**src/hdl/prq_pkg.sv**
```systemverilog
`default_nettype none

package prq_pkg;

  // Default depth of the task store
  localparam int QUEUE_DEPTH = 32;

  // Progress bar limits
  localparam logic [5:0] BAR_START = 6'd3;
  localparam logic [5:0] BAR_END   = 6'd33;

  // Request modes
  localparam logic [1:0] MODE_INSERT  = 2'd0;
  localparam logic [1:0] MODE_TICK    = 2'd1;
  localparam logic [1:0] MODE_PREEMPT = 2'd2;

  // Result event codes
  localparam logic [2:0] EV_INSERTED  = 3'd0;
  localparam logic [2:0] EV_FULL      = 3'd1;
  localparam logic [2:0] EV_ADVANCED  = 3'd2;
  localparam logic [2:0] EV_FINISHED  = 3'd3;
  localparam logic [2:0] EV_PREEMPTED = 3'd4;
  localparam logic [2:0] EV_IDLE      = 3'd5;

  typedef struct packed {
    logic [1:0] mode;
    logic [3:0] new_priority;
    logic [8:0] new_weight;
  } req_item_t;

  typedef struct packed {
    logic [2:0]  event_res;
    logic [15:0] task_id;
    logic [3:0]  task_priority;
    logic [6:0]  task_progress;
    logic [8:0]  task_weight;
    logic [5:0]  bar_position;
    logic [5:0]  queue_count;
  } rsp_item_t;

  // One entry of the task store
  typedef struct packed {
    logic [15:0] id;
    logic [3:0]  prio;
    logic [6:0]  prog;
    logic [8:0]  wgt;
  } task_t;

  // Datapath operations, one per cycle
  typedef enum logic [3:0] {
    OP_NONE,
    OP_INSERT,
    OP_REJECT,
    OP_IDLE_EMPTY,
    OP_IDLE,
    OP_TICK,
    OP_PREEMPT,
    OP_RD_HEAD,
    OP_DISPATCH,
    OP_SORT_RD_I,
    OP_SORT_LD_I,
    OP_SORT_CMP,
    OP_SORT_WB
  } dp_op_t;

  typedef struct packed {
    logic   accept;
    dp_op_t op;
  } cmd_t;

  typedef struct packed {
    logic [1:0] mode;
    logic       full;
    logic       empty;
    logic       running;
    logic       sort_due;
    logic       j_last;
    logic       i_last;
    logic       out_free;
  } status_t;

endpackage

`default_nettype wire

```
**src/hdl/prq_ctrl.sv**
```systemverilog
`default_nettype none

module prq_ctrl (
  input  wire               clk,
  input  wire               rst,
  input  wire               req_valid,
  output logic              req_ready,
  input  prq_pkg::status_t  sts,
  output prq_pkg::cmd_t     cmd
);

  typedef enum logic [3:0] {
    S_IDLE,
    S_EXEC,
    S_SORT_RD_I,
    S_SORT_LD_I,
    S_SORT_CMP,
    S_SORT_WB,
    S_RD_HEAD,
    S_DISPATCH,
    S_TICK
  } state_t;

  state_t state;
  state_t state_next;

  always_ff @(posedge clk) begin
    if (rst) begin
      state <= S_IDLE;
    end else begin
      state <= state_next;
    end
  end

  assign req_ready = (state == S_IDLE);

  always_comb begin
    state_next = state;
    cmd.accept = 1'b0;
    cmd.op     = prq_pkg::OP_NONE;
    case (state)
      S_IDLE: begin
        if (req_valid) begin
          cmd.accept = 1'b1;
          state_next = S_EXEC;
        end
      end
      S_EXEC: begin
        if (sts.out_free) begin
          state_next = S_IDLE;
          case (sts.mode)
            prq_pkg::MODE_INSERT: begin
              cmd.op = sts.full ? prq_pkg::OP_REJECT : prq_pkg::OP_INSERT;
            end
            prq_pkg::MODE_TICK: begin
              if (sts.empty) begin
                cmd.op = prq_pkg::OP_IDLE_EMPTY;
              end else if (sts.running) begin
                cmd.op = prq_pkg::OP_TICK;
              end else if (sts.sort_due) begin
                state_next = S_SORT_RD_I;
              end else begin
                state_next = S_RD_HEAD;
              end
            end
            prq_pkg::MODE_PREEMPT: begin
              cmd.op = sts.running ? prq_pkg::OP_PREEMPT : prq_pkg::OP_IDLE;
            end
            default: begin
              cmd.op = prq_pkg::OP_IDLE;
            end
          endcase
        end
      end
      S_SORT_RD_I: begin
        cmd.op     = prq_pkg::OP_SORT_RD_I;
        state_next = S_SORT_LD_I;
      end
      S_SORT_LD_I: begin
        cmd.op     = prq_pkg::OP_SORT_LD_I;
        state_next = S_SORT_CMP;
      end
      S_SORT_CMP: begin
        cmd.op = prq_pkg::OP_SORT_CMP;
        if (sts.j_last) begin
          state_next = S_SORT_WB;
        end
      end
      S_SORT_WB: begin
        cmd.op     = prq_pkg::OP_SORT_WB;
        state_next = sts.i_last ? S_RD_HEAD : S_SORT_RD_I;
      end
      S_RD_HEAD: begin
        cmd.op     = prq_pkg::OP_RD_HEAD;
        state_next = S_DISPATCH;
      end
      S_DISPATCH: begin
        cmd.op     = prq_pkg::OP_DISPATCH;
        state_next = S_TICK;
      end
      S_TICK: begin
        if (sts.out_free) begin
          cmd.op     = prq_pkg::OP_TICK;
          state_next = S_IDLE;
        end
      end
      default: begin
        state_next = S_IDLE;
      end
    endcase
  end

endmodule

`default_nettype wire

```
**src/hdl/prq_dpath.sv**
```systemverilog
`default_nettype none

module prq_dpath #(
  parameter int QUEUE_DEPTH = prq_pkg::QUEUE_DEPTH
) (
  input  wire                  clk,
  input  wire                  rst,
  input  prq_pkg::cmd_t        cmd,
  input  prq_pkg::req_item_t   req_data,
  input  wire                  rsp_ready,
  output prq_pkg::status_t     sts,
  output logic                 rsp_valid,
  output prq_pkg::rsp_item_t   rsp_data
);

  localparam int IDX_W = $clog2(QUEUE_DEPTH);
  localparam int CNT_W = $clog2(QUEUE_DEPTH + 1);

  // floor(x/10) = (x*205) >> 11 for x below 1029
  localparam logic [16:0] RECIP_TEN   = 17'd205;
  // floor(x/3) = (x*171) >> 9 for x up to 300
  localparam logic [15:0] RECIP_THREE = 16'd171;

  // Circular store: logical slot x lives at (head + x) mod depth
  function automatic logic [IDX_W-1:0] phys(input logic [IDX_W-1:0] h,
                                            input logic [CNT_W-1:0] x);
    logic [CNT_W:0] s;
    s = (CNT_W+1)'(h) + (CNT_W+1)'(x);
    if (s >= (CNT_W+1)'(QUEUE_DEPTH)) begin
      s = s - (CNT_W+1)'(QUEUE_DEPTH);
    end
    return IDX_W'(s);
  endfunction

  prq_pkg::task_t mem [QUEUE_DEPTH];
  prq_pkg::task_t rd_data;

  prq_pkg::req_item_t item;
  prq_pkg::task_t     hd;
  prq_pkg::task_t     cur;
  logic [IDX_W-1:0]   head;
  logic [CNT_W-1:0]   count;
  logic [CNT_W-1:0]   si;
  logic [CNT_W-1:0]   sj;
  logic [15:0]        next_id;
  logic               needs_sort;
  logic               running;
  logic [5:0]         bar;

  logic             we;
  logic [IDX_W-1:0] wa;
  prq_pkg::task_t   wd;
  logic [IDX_W-1:0] ra;

  prq_pkg::task_t new_task;
  prq_pkg::task_t hd_saved;
  logic [5:0]     bar_adv;
  logic [5:0]     bar_idle;
  logic           do_swap;
  logic [5:0]     cnt_plus;
  logic [5:0]     cnt_minus;
  logic           emit;

  // Dispatch recovery: 3 + 3p/10, saturated at the bar end
  logic [8:0]  p3;
  logic [16:0] p3_prod;
  logic [6:0]  start_sum;
  logic [5:0]  bar_start;

  // Preempt save: (pos-3)*10/3
  logic [5:0]  span;
  logic [8:0]  span10;
  logic [15:0] save_prod;

  always_comb begin
    new_task.id   = next_id;
    new_task.prio = (item.new_priority == 4'd0) ? 4'd1 : item.new_priority;
    new_task.prog = 7'd0;
    new_task.wgt  = item.new_weight;

    bar_adv  = (bar < prq_pkg::BAR_END) ? bar + 6'd1 : bar;
    bar_idle = running ? bar : 6'd0;
    do_swap  = (cur.prio > rd_data.prio);

    cnt_plus  = 6'(count + CNT_W'(1));
    cnt_minus = 6'(count - CNT_W'(1));

    p3        = {2'b00, rd_data.prog} + {1'b0, rd_data.prog, 1'b0};
    p3_prod   = 17'(p3) * RECIP_TEN;
    start_sum = 7'(prq_pkg::BAR_START) + {1'b0, p3_prod[16:11]};
    bar_start = (start_sum > 7'(prq_pkg::BAR_END)) ? prq_pkg::BAR_END : start_sum[5:0];

    span      = bar_adv - prq_pkg::BAR_START;
    span10    = {span, 3'b000} + {2'b00, span, 1'b0};
    save_prod = 16'(span10) * RECIP_THREE;
    hd_saved      = hd;
    hd_saved.prog = save_prod[15:9];
  end

  // Operations that load a result into the output register
  assign emit = (cmd.op == prq_pkg::OP_INSERT) || (cmd.op == prq_pkg::OP_REJECT) ||
                (cmd.op == prq_pkg::OP_IDLE) || (cmd.op == prq_pkg::OP_IDLE_EMPTY) ||
                (cmd.op == prq_pkg::OP_TICK) || (cmd.op == prq_pkg::OP_PREEMPT);

  // Write and read port selection
  always_comb begin
    we = 1'b0;
    wa = head;
    wd = cur;
    ra = head;
    case (cmd.op)
      prq_pkg::OP_INSERT: begin
        we = 1'b1;
        wa = phys(head, count);
        wd = new_task;
      end
      prq_pkg::OP_PREEMPT: begin
        we = 1'b1;
        wa = head;
        wd = hd_saved;
      end
      prq_pkg::OP_SORT_RD_I: begin
        ra = phys(head, si);
      end
      prq_pkg::OP_SORT_LD_I: begin
        ra = phys(head, si + CNT_W'(1));
      end
      prq_pkg::OP_SORT_CMP: begin
        we = do_swap;
        wa = phys(head, sj);
        wd = cur;
        ra = phys(head, sj + CNT_W'(1));
      end
      prq_pkg::OP_SORT_WB: begin
        we = 1'b1;
        wa = phys(head, si);
        wd = cur;
      end
      default: begin
        ra = head;
      end
    endcase
  end

  always_ff @(posedge clk) begin
    if (we) begin
      mem[wa] <= wd;
    end
    rd_data <= mem[ra];
  end

  always_ff @(posedge clk) begin
    if (cmd.accept) begin
      item <= req_data;
      si   <= '0;
    end
    case (cmd.op)
      prq_pkg::OP_SORT_LD_I: begin
        cur <= rd_data;
        sj  <= si + CNT_W'(1);
      end
      prq_pkg::OP_SORT_CMP: begin
        if (do_swap) begin
          cur <= rd_data;
        end
        sj <= sj + CNT_W'(1);
      end
      prq_pkg::OP_SORT_WB: begin
        si <= si + CNT_W'(1);
      end
      prq_pkg::OP_DISPATCH: begin
        hd <= rd_data;
      end
      default: begin
      end
    endcase
  end

  always_ff @(posedge clk) begin
    if (rst) begin
      head       <= '0;
      count      <= '0;
      next_id    <= 16'd1;
      needs_sort <= 1'b0;
      running    <= 1'b0;
      bar        <= prq_pkg::BAR_START;
      rsp_valid  <= 1'b0;
    end else begin
      if (emit) begin
        rsp_valid <= 1'b1;
      end else if (rsp_ready) begin
        rsp_valid <= 1'b0;
      end
      case (cmd.op)
        prq_pkg::OP_INSERT: begin
          count      <= count + CNT_W'(1);
          next_id    <= next_id + 16'd1;
          needs_sort <= 1'b1;
          rsp_data   <= '{event_res: prq_pkg::EV_INSERTED, task_id: new_task.id,
                          task_priority: new_task.prio, task_progress: new_task.prog,
                          task_weight: new_task.wgt, bar_position: bar_idle,
                          queue_count: cnt_plus};
        end
        prq_pkg::OP_REJECT, prq_pkg::OP_IDLE: begin
          rsp_data  <= '{event_res: (cmd.op == prq_pkg::OP_REJECT) ? prq_pkg::EV_FULL
                                                                    : prq_pkg::EV_IDLE,
                         task_id: 16'd0, task_priority: 4'd0, task_progress: 7'd0,
                         task_weight: 9'd0, bar_position: bar_idle,
                         queue_count: 6'(count)};
        end
        prq_pkg::OP_IDLE_EMPTY: begin
          running   <= 1'b0;
          bar       <= prq_pkg::BAR_START;
          rsp_data  <= '{event_res: prq_pkg::EV_IDLE, task_id: 16'd0, task_priority: 4'd0,
                         task_progress: 7'd0, task_weight: 9'd0, bar_position: 6'd0,
                         queue_count: 6'(count)};
        end
        prq_pkg::OP_RD_HEAD: begin
          needs_sort <= 1'b0;
        end
        prq_pkg::OP_DISPATCH: begin
          running <= 1'b1;
          bar     <= bar_start;
        end
        prq_pkg::OP_TICK: begin
          if (bar_adv >= prq_pkg::BAR_END) begin
            head     <= phys(head, CNT_W'(1));
            count    <= count - CNT_W'(1);
            running  <= 1'b0;
            bar      <= prq_pkg::BAR_START;
            rsp_data <= '{event_res: prq_pkg::EV_FINISHED, task_id: hd.id,
                          task_priority: hd.prio, task_progress: hd.prog,
                          task_weight: hd.wgt, bar_position: prq_pkg::BAR_END,
                          queue_count: cnt_minus};
          end else begin
            bar      <= bar_adv;
            rsp_data <= '{event_res: prq_pkg::EV_ADVANCED, task_id: hd.id,
                          task_priority: hd.prio, task_progress: hd.prog,
                          task_weight: hd.wgt, bar_position: bar_adv,
                          queue_count: 6'(count)};
          end
        end
        prq_pkg::OP_PREEMPT: begin
          running   <= 1'b0;
          bar       <= prq_pkg::BAR_START;
          rsp_data  <= '{event_res: prq_pkg::EV_PREEMPTED, task_id: hd_saved.id,
                         task_priority: hd_saved.prio, task_progress: hd_saved.prog,
                         task_weight: hd_saved.wgt, bar_position: bar_adv,
                         queue_count: 6'(count)};
        end
        default: begin
        end
      endcase
    end
  end

  always_comb begin
    sts.mode     = item.mode;
    sts.full     = (count == CNT_W'(QUEUE_DEPTH));
    sts.empty    = (count == '0);
    sts.running  = running;
    sts.sort_due = needs_sort && (count > CNT_W'(1));
    sts.j_last   = ((CNT_W+1)'(sj) + (CNT_W+1)'(1)) >= (CNT_W+1)'(count);
    sts.i_last   = ((CNT_W+1)'(si) + (CNT_W+1)'(2)) >= (CNT_W+1)'(count);
    sts.out_free = !rsp_valid || rsp_ready;
  end

endmodule

`default_nettype wire

```
**src/hdl/priority_ready_queue_with_progress.sv**
```systemverilog
// Priority ready queue with a per-task progress bar.
// Request channel (req_valid/req_ready/req_data): one item per command -
// insert a task, tick the running task one bar step (dispatching the head first if none runs), or preempt it.
// Response channel (rsp_valid/rsp_ready/rsp_data): exactly one item per
// request, in request order, from a registered output stage.
// An item is taken when the controller is idle; insert, preempt, idle
// answers and a tick of a running task are executed in the execute state
// and registered into the output stage, and the next request can be taken in the cycle in which that result shows.
// A tick that dispatches a new head steps through the read-head, dispatch
// and tick states; if tasks were inserted since the last dispatch the
// exchange sort runs first, its pace set by the single read and single
// write port of the task store.
// A request is accepted while the previous result still waits; if the
// receiver stalls, processing holds at the point where it would emit.
// Reset empties the queue, stops the running task, restarts ids at one.
// The task store needs no clearing: only data from live slots is ever used.
`default_nettype none

module priority_ready_queue_with_progress #(
  parameter int QUEUE_DEPTH = prq_pkg::QUEUE_DEPTH
) (
  input  wire                 clk,
  input  wire                 rst,
  input  wire                 req_valid,
  output logic                req_ready,
  input  prq_pkg::req_item_t  req_data,
  output logic                rsp_valid,
  input  wire                 rsp_ready,
  output prq_pkg::rsp_item_t  rsp_data
);

  prq_pkg::cmd_t    cmd;
  prq_pkg::status_t sts;

  // Sequencer: decodes each item, steps the sort, gates result emission
  prq_ctrl u_ctrl (
    .clk       (clk),
    .rst       (rst),
    .req_valid (req_valid),
    .req_ready (req_ready),
    .sts       (sts),
    .cmd       (cmd)
  );

  // Task store, head cache, bar arithmetic and output register
  prq_dpath #(
    .QUEUE_DEPTH (QUEUE_DEPTH)
  ) u_dpath (
    .clk       (clk),
    .rst       (rst),
    .cmd       (cmd),
    .req_data  (req_data),
    .rsp_ready (rsp_ready),
    .sts       (sts),
    .rsp_valid (rsp_valid),
    .rsp_data  (rsp_data)
  );

  // A result is only loaded when the output stage can take it
  a_emit_free: assert property (@(posedge clk) disable iff (rst)
    (cmd.op == prq_pkg::OP_INSERT || cmd.op == prq_pkg::OP_REJECT ||
     cmd.op == prq_pkg::OP_IDLE || cmd.op == prq_pkg::OP_IDLE_EMPTY ||
     cmd.op == prq_pkg::OP_TICK || cmd.op == prq_pkg::OP_PREEMPT) |-> sts.out_free)
    else $error("result emitted while output stage busy");

  // One item in flight: ready drops after an acceptance
  a_one_item: assert property (@(posedge clk) disable iff (rst)
    (req_valid && req_ready) |=> !req_ready)
    else $error("request accepted while busy");

  // A running task always sits at the head of a non-empty queue
  a_run_nonempty: assert property (@(posedge clk) disable iff (rst)
    sts.running |-> !sts.empty)
    else $error("running with empty queue");

  // The sort never reorders the queue under a running task
  a_sort_idle: assert property (@(posedge clk) disable iff (rst)
    (cmd.op == prq_pkg::OP_SORT_CMP || cmd.op == prq_pkg::OP_SORT_WB) |-> !sts.running)
    else $error("sort while task running");

endmodule

`default_nettype wire
```
**config.mk**
```make
export PLATFORM = sky130hd
export DESIGN_NAME = priority_ready_queue_with_progress
export DESIGN_NICKNAME = d
export VERILOG_FILES = /design/src/hdl/prq_pkg.sv /design/src/hdl/prq_ctrl.sv /design/src/hdl/prq_dpath.sv /design/src/hdl/priority_ready_queue_with_progress.sv
export SDC_FILE = /design/constraint.sdc
export NUM_CORES = 2
export LEC_CHECK = 0
export BUFFER_PORTS_ARGS = -buffer_cell sky130_fd_sc_hd__buf_2
export CAP_MARGIN = 30
export CORE_UTILIZATION = 55
export DETAILED_ROUTE_END_ITERATION = 7
export PLACE_DENSITY = 0.72
export SLEW_MARGIN = 20
export SYNTH_ARGS = -nofsm -noshare
export SYNTH_HDL_FRONTEND = slang
export SYNTH_HIERARCHICAL = 1
export SYNTH_SLANG_ARGS = --single-unit
```
**constraint.sdc**
```tcl
create_clock -name clk -period 9.1 [get_ports clk]
set_input_delay 0.91 -clock clk [delete_from_list [all_inputs] [get_ports clk]]
set_output_delay 0.91 -clock clk [all_outputs]
set_load 0.05 [all_outputs]
```
==> impl_results.md <==
* Ys flop type: edfxtp_1
* Min Tclk post-route at 8.33 ns
* Clock skew at 0.0243 ns
* Residual DRC at 0
* Max Cap Viol at 0
* CTS Buf Count at 137
* P_sw at 3.77 mW
* Via count at 31000
* Setup WS pre-CTS at 0.636 ns
* Yosys cell types at 81
* Asr flop ratio synth at 0
* Die area at 105000 um2
* Die Ht at 325 um
* Area share of the largest cell type after synthesis at 0.682
* Initial Util at 0.555
* WL/cell at 30.1 um
* Crit path required time at 9.33 ns
* Final Core Density at 0.630
* Total negative slack at 0 ns
* Initial antenna violation count at 6
* First DRT Iteration DRCs at 3799
* P_leak at 21.4 nW
* Synth area leaders: edfxtp_1 68%, mux4_2 11%, ha_1 3.1%
* Worst path bufs/invs at 2
* Sequential element share of the synthesized area at 0.709
* CP most frequent cell: ha_1
* Synth warnings at 6
* # rows at 118
* Clock root buffer: clkbuf_16
* Final Setup Violations at 0
* EDFF count, synth at 1302
* CTS tree: yes
* Htree depth at 4
* First-pass GRT wire length at 210000 um
* Mapped Cells at 3094
* Hold_buf cts at 0
* Worst setup path startpoint: u_dpath/bar[1]
* Critical-path top delay cell: o41ai_1
* IO buf count at 71
* GRT Total Usage at 0.274
* GRT overflow at 0
* Unrepaired setup endpoints after global routing: no
* Clock power share at 0.382
* Dpl hpwl at 83500 um
* Switching Fraction at 0.250
* Overall power at 15.1 mW
* Vias in the first global route at 30900
* Core outline area at 103000 um2
* CP Max Fanout at 32
* Fmax at 120 MHz
* DR vias/cell at 6.49
* Combinational Power Share at 0.153
* Post-route setup slack at 0.771 ns
* Seq cells post-synth at 1378
* Share of layout cells above drive strength 1 at 0.251
* Slew Viols, Final at 0
* Die width at 325 um
* Max IR drop VDD at 0.449 mV
* Synthesized area per cell at 18.5 um2
* CP top delay family: adder cells
* Int Power at 11.3 mW
* Total setup buffers inserted after CTS at 0
* Sequential share of power at 0.465
* Worst hold path class: primary input to flop
* Clock Path Buffers at 3
* Io pins at 72
* RePlAce Congestion at 0.848
* Total power density per cell area at 231 nW/um2
* Area growth from synthesis to layout at 13.6%
* Cell taking the most area after synthesis: edfxtp_1
* Final hold vios at 0
* Most common cell in the synthesized netlist: edfxtp_1
* Final WL at 144000 um
* Critical Path AT at 8.56 ns
* WS Path Type: flop to flop
* Clk slew on worst S/H paths at 0.06 ns
* Outcome: finished, final reports clean
* Crit-path max cell delay at 0.62 ns
* Pin count of the biggest net entering global routing at 89
* Post-Syn Nets at 3282
* Critical Path Source Type: flop
* Routed Antenna Nets at 0
* Mapped Area at 57300 um2
* Clock latency on the worst-skew pair at 0.74 ns
* R2r startpoint: u_dpath/bar[1]
* Top cells by count, synth: 1302 x edfxtp_1, 288 x mux4_2, 155 x nor2_1
* Hold Path Origin: req_data[14]
* Slew HR at 0.306
* Tightest Pin Transition at 1.04 ns
* Tcrit/Tclk final at 0.915
* Layout Nets at 3467
* Drt first pass iters at 7
* Crit. End Element: flop
* Clock sinks at 1378
-- power groups by stage --
| stage | Combinational [mW] | Sequential (mW) | Clock [mW] |
|---|---|---|---|
| 2_1_floorplan | 1.69 | 7.17 | 0 |
| 3_3_place_gp | 2.20 | 7.15 | 0 |
| 3_5_place_dp | 2.26 | 7.15 | 0 |
| 4_1_cts | 2.29 | 7.01 | 5.82 |
| 5_1_grt | 2.58 | 7.01 | 6.06 |
| 6_report | 2.30 | 7.01 | 5.76 |
-- through the flow --
stage          hold WS (ns)  std cells  cell area (um2)
6_report              0.345       4774            65100
3_5_place_dp          0.419       4491            60000
2_1_floorplan         0.404       3094            57300
4_1_cts               0.308       4744            64600
3_3_place_gp          0.409       4480            59800
5_1_grt               0.321       4773            65100
-- timing repair --
action | 4_1_cts | 5_1_grt
endpoints found under the hold margin | 0 | 0
setup endpoints to repair | 0 | 64
resized for setup | 0 | 2
-- per-layer routing --
| layer | track usage | vias up | part of all wire |
|---|---|---|---|
| met3 | 0.0567 | 302 | 0.11 |
| met2 | 0.437 | 1854 | 0.48 |
| met5 | 0 | - | 0.00042 |
| met4 | 0.0814 | 10 | 0.030 |
| li1 | - | 12800 | - |
| met1 | 0.386 | 16100 | 0.38 |
-- layout make-up --
class	count	area, um2
flip-flops and latches	1378	40600
fillers	6915	38200
multi-input cells	1477	16000
clock buffers	180	3810
repair buffers	192	1820
well taps	1380	1730
clock inverters	73	796
inverters	93	349
diodes	1	2.50
-- flip-flops by register name, indices dropped and copies added, names as in the netlist, 13 cells and up --
register,flops
u_dpath/rd_data,36
u_dpath/rsp_data,51
u_dpath/item,13
u_dpath/mem,1152
u_dpath/next_id,16
u_dpath/cur,36
u_dpath/hd,36
-- final timing paths --
path / endpoint / slack [ns] / cells after the start
max: u_dpath/mem[22][14] / 0.77 / 25
min: u_dpath/sts[8] / 0.34 / 1
max reg2reg: u_dpath/mem[22][14] / 0.77 / 25
min reg2reg: u_dpath/cur[33] / 0.43 / 0
-- kinds of logic after synthesis --
| group | count (synthesis) | synth area share |
|---|---|---|
| AOI/OAI and AO/OA | 329 | 0.0396 |
| xor gates and xnor gates | 84 | 0.0134 |
| adders and majority gates | 169 | 0.0407 |
| buffers and inverters | 239 | 0.0178 |
| DFF | 1378 | 0.709 |
| muxes | 443 | 0.144 |
| and+or+nand+nor | 452 | 0.0363 |
-- placed cells by master, fill, tap and decap left out, drive strengths merged, types with 42 or more instances in the layout --
master  instances
edfxtp       1302
mux4          288
buf           192
clkbuf        180
nor2          155
mux2          147
ha            140
nand2         139
inv            98
dfxtp          76
o22ai          75
a21oi          61
xnor2          59
clkinv         47
o21ai          42
Power figures use the tool's default switching activity.
